<file path="src/design/sorted_set_engine_top_macros.svh">
// Assertion helpers for the sorted set engine.
// Each expects clk and arst_n in the enclosing scope.
`ifndef SORTED_SET_ENGINE_TOP_MACROS_SVH
`define SORTED_SET_ENGINE_TOP_MACROS_SVH

// cond must hold at every edge outside reset
`define SSE_ASSERT_ALWAYS(lbl, cond, msg) \
	lbl: assert property (@(posedge clk) disable iff (!arst_n) (cond)) else $error(msg);

// cons must hold in the cycle after ante
`define SSE_ASSERT_NEXT(lbl, ante, cons, msg) \
	lbl: assert property (@(posedge clk) disable iff (!arst_n) (ante) |=> (cons)) else $error(msg);

`endif

</file>
<file path="src/design/sse_pkg.sv">
`default_nettype none
package sse_pkg;

	localparam int DEFAULT_CAPACITY = 64;

	// request operation codes
	localparam logic [2:0] FUNC_ADD     = 3'd0;
	localparam logic [2:0] FUNC_REMOVE  = 3'd1;
	localparam logic [2:0] FUNC_MEMBER  = 3'd2;
	localparam logic [2:0] FUNC_EXT_MIN = 3'd3;
	localparam logic [2:0] FUNC_EXT_MAX = 3'd4;

	// result status codes
	localparam logic [1:0] STATUS_OK    = 2'd0;
	localparam logic [1:0] STATUS_MISS  = 2'd1;
	localparam logic [1:0] STATUS_FULL  = 2'd2;
	localparam logic [1:0] STATUS_EMPTY = 2'd3;

	typedef struct packed {
		logic        [2:0]  func;
		logic signed [31:0] value;
	} req_t;

	typedef struct packed {
		logic        [1:0]  status;
		logic signed [31:0] value_out;
		logic        [6:0]  count;
		logic signed [31:0] min_value;
		logic signed [31:0] max_value;
	} rsp_t;

	typedef enum logic [2:0] {
		CMD_HOLD,
		CMD_CMP,
		CMD_INS,
		CMD_DEL,
		CMD_SHL
	} cell_cmd_t;

	typedef struct packed {
		cell_cmd_t          cmd;
		logic signed [31:0] value;
	} cell_ctrl_t;

	typedef enum logic [1:0] {
		S_IDLE,
		S_CMP,
		S_APPLY,
		S_FIN
	} state_t;

endpackage
`default_nettype wire

</file>
<file path="src/design/sse_cell.sv">
`default_nettype none
// One slot of the sorted row. Compares against the broadcast value, then
// shifts toward or away from its neighbors.
module sse_cell #(
	parameter int CW  = 7,
	parameter int IDX = 0
) (
	input  wire                       clk,
	input  wire                       arst_n,
	input  wire sse_pkg::cell_ctrl_t  ctrl,
	input  wire logic [CW-1:0]        count,
	input  wire logic                 left_lt,
	input  wire logic signed [31:0]   left_elem,
	input  wire logic signed [31:0]   right_elem,
	output logic signed [31:0]        elem,
	output logic                      lt,
	output logic                      eq
);

	logic signed [31:0] elem_q;
	logic               lt_q;
	logic               eq_q;
	logic               occ;

	assign occ  = CW'(IDX) < count;
	assign elem = elem_q;
	assign lt   = lt_q;
	assign eq   = eq_q;

	always_ff @(posedge clk or negedge arst_n) begin
		if (!arst_n) begin
			lt_q <= 1'b0;
			eq_q <= 1'b0;
		end else if (ctrl.cmd == sse_pkg::CMD_CMP) begin
			lt_q <= occ && (elem_q < ctrl.value);
			eq_q <= occ && (elem_q == ctrl.value);
		end
	end

	// slot contents carry no reset
	always_ff @(posedge clk) begin
		unique case (ctrl.cmd)
			sse_pkg::CMD_INS: begin
				if (!lt_q)
					elem_q <= left_lt ? ctrl.value : left_elem;
			end
			sse_pkg::CMD_DEL: begin
				if (!lt_q)
					elem_q <= right_elem;
			end
			sse_pkg::CMD_SHL: elem_q <= right_elem;
			default: ;
		endcase
	end

endmodule
`default_nettype wire

</file>
<file path="config.mk">
export PLATFORM = sky130hd
export DESIGN_NAME = sse_cell
export DESIGN_NICKNAME = d
export VERILOG_FILES = /design/src/design/sorted_set_engine_top_macros.svh /design/src/design/sse_pkg.sv /design/src/design/sse_cell.sv
export SDC_FILE = /design/constraint.sdc
export NUM_CORES = 1
export LEC_CHECK = 0
export BUFFER_PORTS_ARGS = -buffer_cell sky130_fd_sc_hd__buf_4
export CAP_MARGIN = 20
export CORE_UTILIZATION = 39
export CTS_BUF_LIST = sky130_fd_sc_hd__clkbuf_4 sky130_fd_sc_hd__clkbuf_8 sky130_fd_sc_hd__clkbuf_16
export DETAILED_ROUTE_END_ITERATION = 10
export PLACE_DENSITY = 0.76
export SETUP_SLACK_MARGIN = 0.05
export SKIP_LAST_GASP = 1
export SLEW_MARGIN = 20
export SYNTH_ARGS = -nofsm -noshare
export SYNTH_HDL_FRONTEND = slang
export SYNTH_SLANG_ARGS = --single-unit
</file>
<file path="constraint.sdc">
create_clock -name clk -period 7 [get_ports clk]
set_input_delay 1.05 -clock clk [delete_from_list [all_inputs] [get_ports clk]]
set_output_delay 1.05 -clock clk [all_outputs]
set_load 0.01 [all_outputs]
</file>
# Word level (Yosys, flattened, before mapping)
# Cells that the tools add are included.
[word_totals]
n_memories = 0
ff_bits = 34
mem_bits_ro = 0
latch_bits = 0
output_inout_bits = 34
ramBits = 0
[classes]
shifts = 0
bitwise_logic = 0
mul = 0
n_addsub = 0
n_mux = 4
div = 0
reduce_logical = 4
magnitude_cmp = 2
n_eq_ne = 7
[ops]
columns = ["cell", "count"]
rows = [
  ["32-bit two-way mux", 3],
  ["32-bit case mux with 3 select lines", 1],
  ["32-bit == test", 1],
  ["32-bit < comparator", 1],
  ["1-bit by 7-bit < comparator with 1-bit output, first input constant", 1],
  ["3-bit by 2-bit == test with 1-bit output, second input constant", 2],
  ["2-bit != test, second input constant", 2],
  ["3-bit by 1-bit == test with 1-bit output, second input constant", 1],
  ["3-bit == test, second input constant", 1],
  ["3-bit AND reduction", 1],
  ["3-bit nonzero test", 1],
  ["1-bit logical AND", 2],
]

# Logic depth before layout (Yosys ltp)
# Gate-level depths: netlist of run 1.
[depth]
word_depth = 3
mapped_depth = 8

# Least setup slack after synthesis of run 1
# Ideal clock, no wire load.
[synth_timing]
path_type = "in2reg"
startpoint = "input ctrl[34] (netlist name)"
endpoint = "register elem_q[0] (netlist: elem[0]), enable pin"
setup_ns = 0.466
required_ns = 6.534
t_arrival_ns = 3.482
slack_ns = 3.053
path_buffers = 0
path_stages = 2
path_cell_list = "nand2b_1 o21ai_0"
[synth_between]
elab_chain_cells = 3
elab_cells_between_ends = 7
classes_between = "eq/ne: 5; reduce/logical: 2"
[synth_lines]
columns = ["item", "line", "rtl"]
rows = [
  ["start, declared", "sse_cell.sv:10", "input wire sse_pkg::cell_ctrl_t ctrl,"],
  ["3-bit by 2-bit == test with 1-bit output or 3-bit == test (tied branches)", "sse_cell.sv:42", "unique case (ctrl.cmd)"],
  ["2-bit != test (no source line) or 3-bit nonzero test (tied branches)", "n/a", ""],
  ["3-bit AND reduction (no source line) (*)", "n/a", ""],
  ["end signal, assigned", "sse_cell.sv:45", "elem_q <= left_lt ? ctrl.value : left_elem;"],
  ["end signal, assigned", "sse_cell.sv:49", "elem_q <= right_elem;"],
  ["end signal, assigned", "sse_cell.sv:51", "sse_pkg::CMD_SHL: elem_q <= right_elem;"],
  ["end, declared", "sse_cell.sv:20", "logic signed [31:0] elem_q;"],
]
# Mark *: on every way between the ends. The rest lies on a longest branch, timed or not.
# A chain may end at the register's enable or synchronous reset.

# Worst setup path in the final report of run 1
[layout_timing]
startpoint = "input ctrl[17] (netlist name)"
endpoint = "register lt_q (netlist: lt)"
[layout_between]
elab_chain_cells = 2
[layout_lines]
columns = ["item", "line", "rtl"]
rows = [
  ["32-bit < comparator", "sse_cell.sv:35", "lt_q <= occ && (elem_q < ctrl.value);"],
  ["1-bit logical AND", "sse_cell.sv:35", ""],
  ["end signal, assigned", "sse_cell.sv:35", ""],
  ["end, declared", "sse_cell.sv:21", "logic lt_q;"],
]
# No other way between the ends.

==> results of run 1 <==
[critical path, delay by kind of cell]
family                     cells  cell delay (ps)
buffers and inverters          2              130
and+or+nand+nor                2              480
AOI/OAI and AO/OA              4              720
adders and majority gates      1              300
[layer usage]
metal	vias to the layer above	routed length, um	global-route usage (%)
li1	1253	-	-
met1	1079	2580	20.9
met2	84	3370	37.0
met3	11	494	4.40
met4	0	118	7.93
met5	-	0	0
[state kept, by name (all words and copies together) (netlist names)]
signal,flops
elem,32
eq,1
lt,1
[per-stage QoR]
step,area (um2),hold WS [ps]
floorplan,2540,502
CTS,3780,491
global placement,3690,467
detailed placement,3690,475
finish,3810,483
global route,3810,503
[synth_stat cells, types with 2 or more instances]
master	number	area (um2)
sky130_fd_sc_hd__o21ai_1	2	10.0
sky130_fd_sc_hd__o21ai_0	36	180
sky130_fd_sc_hd__edfxtp_1	32	961
sky130_fd_sc_hd__dfrtp_1	2	50.1
sky130_fd_sc_hd__nor3_1	2	10.0
sky130_fd_sc_hd__clkbuf_1	7	26.3
sky130_fd_sc_hd__a21oi_1	14	70.1
sky130_fd_sc_hd__buf_2	3	15.0
sky130_fd_sc_hd__nand2_1	44	165
sky130_fd_sc_hd__ha_1	32	400
sky130_fd_sc_hd__nor4_1	3	18.8
sky130_fd_sc_hd__mux2i_1	32	320
sky130_fd_sc_hd__inv_1	35	131
sky130_fd_sc_hd__a211o_1	2	17.5
sky130_fd_sc_hd__a21o_1	2	15.0
sky130_fd_sc_hd__nor2_1	4	15.0
sky130_fd_sc_hd__a21oi_2	2	17.5
sky130_fd_sc_hd__nand4_1	7	43.8
sky130_fd_sc_hd__nand3_1	4	20.0
[logic make-up (layout without fill, tap and decap cells)]
logic type / Yosys count / count (layout) / synth area share [%]
DFF: 34 / 34 / 39.8
adders and majority gates: 32 / 32 / 15.8
buffers and inverters: 45 / 187 / 6.80
muxes: 32 / 32 / 12.6
and+or+nand+nor: 67 / 67 / 11.7
AOI/OAI and AO/OA: 61 / 61 / 13.3
[report_power, final]
group,switching [W],internal [W],total (W)
clock,0.0000692,0.0000823,0.000151
combinational,0.0000911,0.000105,0.000197
sequential,0.0000123,0.000251,0.000263
total,0.000173,0.000439,0.000611
[worst min-delay path by stage]
stage	to	depth (start not counted)	slack [ps]
after CTS	eq	2	490
after floorplan	eq	2	500
after detailed placement	eq	2	470
final	eq	2	480
after global routing	eq	2	500
after global placement	eq	2	470
[area by class of cell]
| type | count | share of cell area (%) |
|---|---|---|
| well taps | 77 | 2.53 |
| repair buffers | 144 | 28.9 |
| inverters | 35 | 3.45 |
| multi-input cells | 192 | 36.2 |
| clock buffers | 8 | 2.40 |
| flip-flops and latches | 34 | 26.5 |
==> report_table.html, run 1 <==
<table>
<tr><th>Metric</th><th>Value</th></tr>
<tr><th colspan="2">Setup path</th></tr>
<tr><td>Critical path type</td><td>primary input to register</td></tr>
<tr><td>Required arrival time at the worst endpoint</td><td>7170 ps</td></tr>
<tr><td>Endpoint of the worst-slack reg-to-reg timing path</td><td>lt</td></tr>
<tr><td>Largest fanout on the critical path</td><td>2</td></tr>
<tr><td>Origin of the critical flop-to-flop path</td><td>elem[17]</td></tr>
<tr><td>Critical path launch point type</td><td>primary input</td></tr>
<tr><td>Worst r2r path cells</td><td>7</td></tr>
<tr><td>Endpoint of the worst setup timing path</td><td>lt</td></tr>
<tr><td>Crit path from</td><td>ctrl[17]</td></tr>
<tr><td>Flop-to-flop setup slack</td><td>4960 ps</td></tr>
<tr><td>CP max stage cell</td><td>sky130_fd_sc_hd__or4_4</td></tr>
<tr><td>Chain of cells forming the critical path</td><td>buf_4, inv_1, ha_1, a21oi_1, o21ai_0, a22o_1, or4_4, a32oi_1, nand2_1</td></tr>
<tr><td>Worst EP arrival</td><td>2680 ps</td></tr>
<tr><td>CP Capture Type</td><td>register</td></tr>
<tr><td>Slowest stage delay, CP</td><td>410 ps</td></tr>
<tr><th colspan="2">Clock tree</th></tr>
<tr><td>Clock sink count</td><td>34</td></tr>
<tr><td>Clock root buffer</td><td>sky130_fd_sc_hd__clkbuf_8</td></tr>
<tr><td>Number of levels in the clock H-tree</td><td>2</td></tr>
<tr><td>Clk pin slew, worst setup/hold paths</td><td>70 ps</td></tr>
<tr><td>Post-CTS sizing</td><td>0</td></tr>
<tr><td>CTS buffer count</td><td>5</td></tr>
<tr><td>Clk buf depth</td><td>2</td></tr>
<tr><td>Clk Latency, worst-skew pair</td><td>280 ps</td></tr>
<tr><td># hold bufs at CTS</td><td>0</td></tr>
<tr><td>TritonCTS clock tree</td><td>yes</td></tr>
<tr><td>Buffer count from post-CTS setup fixing</td><td>0</td></tr>
<tr><th colspan="2">Global routing</th></tr>
<tr><td>Grt total ovfl</td><td>0</td></tr>
<tr><td>Pin count of the biggest net entering global routing</td><td>65</td></tr>
<tr><td>Global-route wire length before repair</td><td>10.0 mm</td></tr>
<tr><td>Overall Global Routing Usage</td><td>19.6%</td></tr>
<tr><td>Number of antenna violations at the first check in global routing</td><td>0</td></tr>
<tr><td>Number of global-route vias before repair</td><td>2322</td></tr>
<tr><th colspan="2">Layout</th></tr>
<tr><td>Flip-flop and latch area</td><td>1010 um2</td></tr>
<tr><td>Area added between synthesis and finish</td><td>50.0%</td></tr>
<tr><td>Most common cell after layout, fill and taps aside</td><td>sky130_fd_sc_hd__buf_4</td></tr>
<tr><td>Final non-filler cell total</td><td>490</td></tr>
<tr><td>Share of cells above drive strength 1</td><td>38.0%</td></tr>
<tr><td>Antenna cell count</td><td>0</td></tr>
<tr><td>Top library cells by usage in the layout, fill and taps aside</td><td>sky130_fd_sc_hd__buf_4 (143), sky130_fd_sc_hd__nand2_1 (44), sky130_fd_sc_hd__inv_1 (35), sky130_fd_sc_hd__o21ai_0 (35)</td></tr>
<tr><td>Nets</td><td>553</td></tr>
<tr><td>Footprint of the multi-input gates</td><td>1380 um2</td></tr>
<tr><td>Fraction of the core area covered by cells at the end of the flow</td><td>60.3%</td></tr>
<tr><td>Layout filler cell count</td><td>559</td></tr>
<tr><th colspan="2">Synth</th></tr>
<tr><td>Number of distinct library cell variants in the gate-level netlist after synthesis</td><td>25</td></tr>
<tr><td>Avg Cell Area, Syn</td><td>9.37 um2</td></tr>
<tr><td>Synthesized net count</td><td>412</td></tr>
<tr><td>Post-synthesis sequential area ratio</td><td>39.8%</td></tr>
<tr><td>Cells after Synth</td><td>271</td></tr>
<tr><td>Primary flip-flop cell chosen by synthesis mapping</td><td>sky130_fd_sc_hd__edfxtp_1</td></tr>
<tr><td>Number of enable-type register cells in the synthesized netlist</td><td>32</td></tr>
<tr><td>Number of synthesized register bits</td><td>34</td></tr>
<tr><td>Post-Syn Area</td><td>2540 um2</td></tr>
<tr><td>Share of async-settable or async-resettable flops after synthesis</td><td>5.88%</td></tr>
<tr><td>Number of warnings printed during yosys synthesis</td><td>0</td></tr>
<tr><th colspan="2">Routing</th></tr>
<tr><td>Starting DRT DRC Count</td><td>49</td></tr>
<tr><td>Via count</td><td>2427</td></tr>
<tr><td>Vias per Instance</td><td>4.95</td></tr>
<tr><td>First-pass detailed-route iteration total</td><td>4</td></tr>
<tr><td>Number of nets with antenna violations after detailed routing</td><td>0</td></tr>
<tr><td>WL/cell</td><td>13.4 um</td></tr>
<tr><td>Number of design rule violations left after detail routing</td><td>0</td></tr>
<tr><td>DRT Wirelength</td><td>6.56 mm</td></tr>
<tr><th colspan="2">STA</th></tr>
<tr><td>Total count of hold-check failures in the final report</td><td>0</td></tr>
<tr><td>Slew of the pin with the lowest slew margin</td><td>545 ps</td></tr>
<tr><td>Final setup skew</td><td>7.56 ps</td></tr>
<tr><td>Final worst-path cycle share</td><td>36.0%</td></tr>
<tr><td>Setup repair after global routing missed its margin</td><td>false</td></tr>
<tr><td>Post-route worst setup slack</td><td>4480 ps</td></tr>
<tr><td>Highest clock frequency the design can meet</td><td>397 MHz</td></tr>
<tr><td>Final count of pins violating max slew</td><td>0</td></tr>
<tr><td>Final-layout setup total negative slack</td><td>0 ps</td></tr>
<tr><td>Max-slew headroom at the worst pin</td><td>63.7%</td></tr>
<tr><td>Min cycle time layout</td><td>2520 ps</td></tr>
<tr><td>Setup violations, final</td><td>0</td></tr>
<tr><th colspan="2">Run</th></tr>
<tr><td>Number of maximum-capacitance violations</td><td>0</td></tr>
<tr><th colspan="2">Placement</th></tr>
<tr><td>Placed insts</td><td>481</td></tr>
<tr><td>Post-placement setup slack</td><td>4190 ps</td></tr>
<tr><td>HPWL after detailed placement</td><td>5.31 mm</td></tr>
<tr><td>Number of port buffers</td><td>142</td></tr>
<tr><td>RD Place Congestion</td><td>0.763</td></tr>
<tr><th colspan="2">Worst hold path</th></tr>
<tr><td>Beginning of the worst hold path</td><td>eq</td></tr>
<tr><td>Worst min-delay path category</td><td>register to register</td></tr>
<tr><th colspan="2">Pwr</th></tr>
<tr><td>Power density over the cells</td><td>161 nW/um2</td></tr>
<tr><td>Leak Pwr</td><td>1.91 nW</td></tr>
<tr><td>Overall power after layout</td><td>0.000611 W</td></tr>
<tr><td>Peak supply drop</td><td>0.100 mV</td></tr>
<tr><th colspan="2">Die</th></tr>
<tr><td>Die Width</td><td>82.7 um</td></tr>
<tr><td>DIE AREA</td><td>6840 um2</td></tr>
<tr><td>Chip height</td><td>82.7 um</td></tr>
<tr><td>Boundary Pins</td><td>143</td></tr>
<tr><td>Initial Utilization</td><td>40.2%</td></tr>
<tr><td>Standard cell core area</td><td>6310 um2</td></tr>
<tr><td>Placement Rows</td><td>29</td></tr>
<tr><th colspan="2">Outcome</th></tr>
<tr><td>Run status</td><td>complete, no violations</td></tr>
</table>
(Power assumes the default switching activity.)
==> run 2: changes to the inputs <==
==> constraint.sdc (replaced) <==
create_clock -name clk -period 2.55 [get_ports clk]
set_input_delay 0.3825 -clock clk [delete_from_list [all_inputs] [get_ports clk]]
set_output_delay 0.3825 -clock clk [all_outputs]
set_load 0.01 [all_outputs]
==> report_table.html, run 2 (same netlist as run 1, synthesis figures left out) <==
<table>
<tr><th>Metric</th><th>Value</th></tr>
<tr><th colspan="2">Setup path</th></tr>
<tr><td>Largest fanout on the critical path</td><td>4</td></tr>
<tr><td>Chain of cells forming the critical path</td><td>ha_1, nand4_1, nor3_1, a22o_1, or4_4, a32oi_1, nand2_1</td></tr>
<tr><td>Worst EP arrival</td><td>2170 ps</td></tr>
<tr><td>CP max stage cell</td><td>sky130_fd_sc_hd__or4_4</td></tr>
<tr><td>Critical path launch point type</td><td>register</td></tr>
<tr><td>Slowest stage delay, CP</td><td>420 ps</td></tr>
<tr><td>Required arrival time at the worst endpoint</td><td>2730 ps</td></tr>
<tr><td>CP Capture Type</td><td>register</td></tr>
<tr><td>Critical path type</td><td>register to register</td></tr>
<tr><th colspan="2">Run</th></tr>
<tr><td>Number of maximum-capacitance violations</td><td>0</td></tr>
<tr><th colspan="2">Pwr</th></tr>
<tr><td>Power density over the cells</td><td>438 nW/um2</td></tr>
<tr><td>P_sw</td><td>0.000493 W</td></tr>
<tr><td>Sequential share of power</td><td>43.5%</td></tr>
<tr><td>Clk pwr share</td><td>24.5%</td></tr>
<tr><td>Internal power</td><td>0.00117 W</td></tr>
<tr><td>Logic gate share of total power</td><td>32.0%</td></tr>
<tr><td>Leak Pwr</td><td>1.91 nW</td></tr>
<tr><td>Net Sw Frac</td><td>29.6%</td></tr>
<tr><td>Overall power after layout</td><td>0.00166 W</td></tr>
<tr><td>Peak supply drop</td><td>0.338 mV</td></tr>
<tr><th colspan="2">Routing</th></tr>
<tr><td>Number of nets with antenna violations after detailed routing</td><td>0</td></tr>
<tr><td>DRT Wirelength</td><td>6.75 mm</td></tr>
<tr><td>WL/cell</td><td>13.7 um</td></tr>
<tr><td>Vias per Instance</td><td>4.98</td></tr>
<tr><td>First-pass detailed-route iteration total</td><td>4</td></tr>
<tr><td>Via count</td><td>2450</td></tr>
<tr><td>Starting DRT DRC Count</td><td>66</td></tr>
<tr><td>Number of design rule violations left after detail routing</td><td>0</td></tr>
<tr><th colspan="2">Die</th></tr>
<tr><td>Boundary Pins</td><td>143</td></tr>
<tr><td>Die Width</td><td>82.7 um</td></tr>
<tr><td>Placement Rows</td><td>29</td></tr>
<tr><td>Standard cell core area</td><td>6310 um2</td></tr>
<tr><td>DIE AREA</td><td>6840 um2</td></tr>
<tr><td>Initial Utilization</td><td>40.2%</td></tr>
<tr><td>Chip height</td><td>82.7 um</td></tr>
<tr><th colspan="2">Global routing</th></tr>
<tr><td>Number of global-route vias before repair</td><td>2457</td></tr>
<tr><td>Global-route wire length before repair</td><td>10.7 mm</td></tr>
<tr><td>Overall Global Routing Usage</td><td>20.8%</td></tr>
<tr><td>Number of antenna violations at the first check in global routing</td><td>0</td></tr>
<tr><td>Grt total ovfl</td><td>0</td></tr>
<tr><td>Pin count of the biggest net entering global routing</td><td>37</td></tr>
<tr><th colspan="2">STA</th></tr>
<tr><td>Final-layout setup total negative slack</td><td>0 ps</td></tr>
<tr><td>Post-route worst setup slack</td><td>552 ps</td></tr>
<tr><td>Slew of the pin with the lowest slew margin</td><td>563 ps</td></tr>
<tr><td>Final count of pins violating max slew</td><td>0</td></tr>
<tr><td>Final setup skew</td><td>6.26 ps</td></tr>
<tr><td>Setup repair after global routing missed its margin</td><td>false</td></tr>
<tr><td>Final worst-path cycle share</td><td>78.4%</td></tr>
<tr><td>Total count of hold-check failures in the final report</td><td>0</td></tr>
<tr><td>Setup violations, final</td><td>0</td></tr>
<tr><td>Highest clock frequency the design can meet</td><td>500 MHz</td></tr>
<tr><td>Max-slew headroom at the worst pin</td><td>62.5%</td></tr>
<tr><td>Min cycle time layout</td><td>2000 ps</td></tr>
<tr><th colspan="2">Placement</th></tr>
<tr><td>Area after DPL</td><td>3700 um2</td></tr>
<tr><td>HPWL after detailed placement</td><td>5.34 mm</td></tr>
<tr><td>Number of port buffers</td><td>142</td></tr>
<tr><td>RD Place Congestion</td><td>0.770</td></tr>
<tr><td>Post-placement setup slack</td><td>459 ps</td></tr>
<tr><th colspan="2">Outcome</th></tr>
<tr><td>Run status</td><td>complete, no violations</td></tr>
<tr><th colspan="2">Clock tree</th></tr>
<tr><td>Clk pin slew, worst setup/hold paths</td><td>80 ps</td></tr>
<tr><td>Post-CTS sizing</td><td>0</td></tr>
<tr><td>Clock sink count</td><td>34</td></tr>
<tr><td>Clk buf depth</td><td>2</td></tr>
<tr><td>CTS buffer count</td><td>5</td></tr>
<tr><td>Clk Latency, worst-skew pair</td><td>280 ps</td></tr>
<tr><td>Clock root buffer</td><td>sky130_fd_sc_hd__clkbuf_8</td></tr>
<tr><td>Number of levels in the clock H-tree</td><td>2</td></tr>
<tr><td>TritonCTS clock tree</td><td>yes</td></tr>
<tr><th colspan="2">Layout</th></tr>
<tr><td>Fraction of the core area covered by cells at the end of the flow</td><td>60.2%</td></tr>
<tr><td>Area added between synthesis and finish</td><td>49.7%</td></tr>
<tr><td>Most common cell after layout, fill and taps aside</td><td>sky130_fd_sc_hd__buf_4</td></tr>
<tr><td>Antenna cell count</td><td>0</td></tr>
<tr><td>Number of flip-flops in the largest register</td><td>32</td></tr>
<tr><td>Fin area</td><td>3800 um2</td></tr>
<tr><td>Nets</td><td>555</td></tr>
<tr><td>Top library cells by usage in the layout, fill and taps aside</td><td>sky130_fd_sc_hd__buf_4 (145), sky130_fd_sc_hd__nand2_1 (44), sky130_fd_sc_hd__inv_1 (35), sky130_fd_sc_hd__o21ai_0 (35)</td></tr>
<tr><td>Share of cells above drive strength 1</td><td>37.8%</td></tr>
<tr><th colspan="2">Worst hold path</th></tr>
<tr><td>Worst min-delay path category</td><td>primary input to register</td></tr>
</table>
-- run 2: changes by cell type in the layout (fill, tap and decap cells not counted), sizes merged --
cell         change
clkbuf           -2
dlygate4sd3      +1
buf              +1
clkinv           +2
-- run 2: path summary, 6_finish.rpt --
path | from | endpoint | slack (ps) | depth (start not counted)
hold / removal | right_elem[5] | elem[5] | 370 | 3
max in group asynchronous | arst_n | lt | 2030 | 2
min in group asynchronous | arst_n | eq | 430 | 2
setup / recovery | elem[31] | lt | 550 | 7
setup reg to reg | elem[31] | lt | 550 | 7
hold reg to reg | eq | eq | 480 | 2
-- run 2: area by class of cell --
type	instances	area, um2
multi-input cells	192	1380
inverters	35	131
flip-flops and latches	34	1010
clock inverters	2	8.76
repair buffers	146	1100
clock buffers	6	76.3
fillers	575	2510
well taps	77	96.3
-- run 2: routing by layer --
layer	vias up	GRT usage [%]	part of all wire (%)
li1	1255	-	-
met3	6	5.60	7.5
met5	-	0	0
met4	0	6.03	1.1
met1	1099	23.9	41
met2	90	37.5	50
-- run 2: worst max-delay path: cells and delay by family (launching register included) --
| family | cells | cell delay (ps) |
|---|---|---|
| AO/OA/AOI/OAI | 2 | 400 |
| adder cells (fa/ha/maj) | 1 | 340 |
| AND/OR/NAND/NOR | 4 | 740 |
| flip-flops | 1 | 410 |
-- run 2: repair_timing --
action | 4_1_cts | 5_1_grt
hold buffers | 1 | 0
hold endpoints to repair | 2 | 0
endpoints found under the setup margin | 0 | 0
buffers inserted | 0 | 0
-- run 2: power groups by stage --
stage,combinational (W),clock (W),sequential [W]
floorplan,0.000229,0,0.000757
global route,0.000600,0.000434,0.000732
CTS,0.000539,0.000415,0.000725
finish,0.000532,0.000408,0.000724
global placement,0.000521,0,0.000734
detailed placement,0.000535,0,0.000737
-- run 2: stage by stage --
step,std cells,hold WS [ps]
4_1_cts,492,362
6_report,492,365
5_1_grt,492,370
2_1_floorplan,271,86.9
3_3_place_gp,483,169
3_5_place_dp,483,170
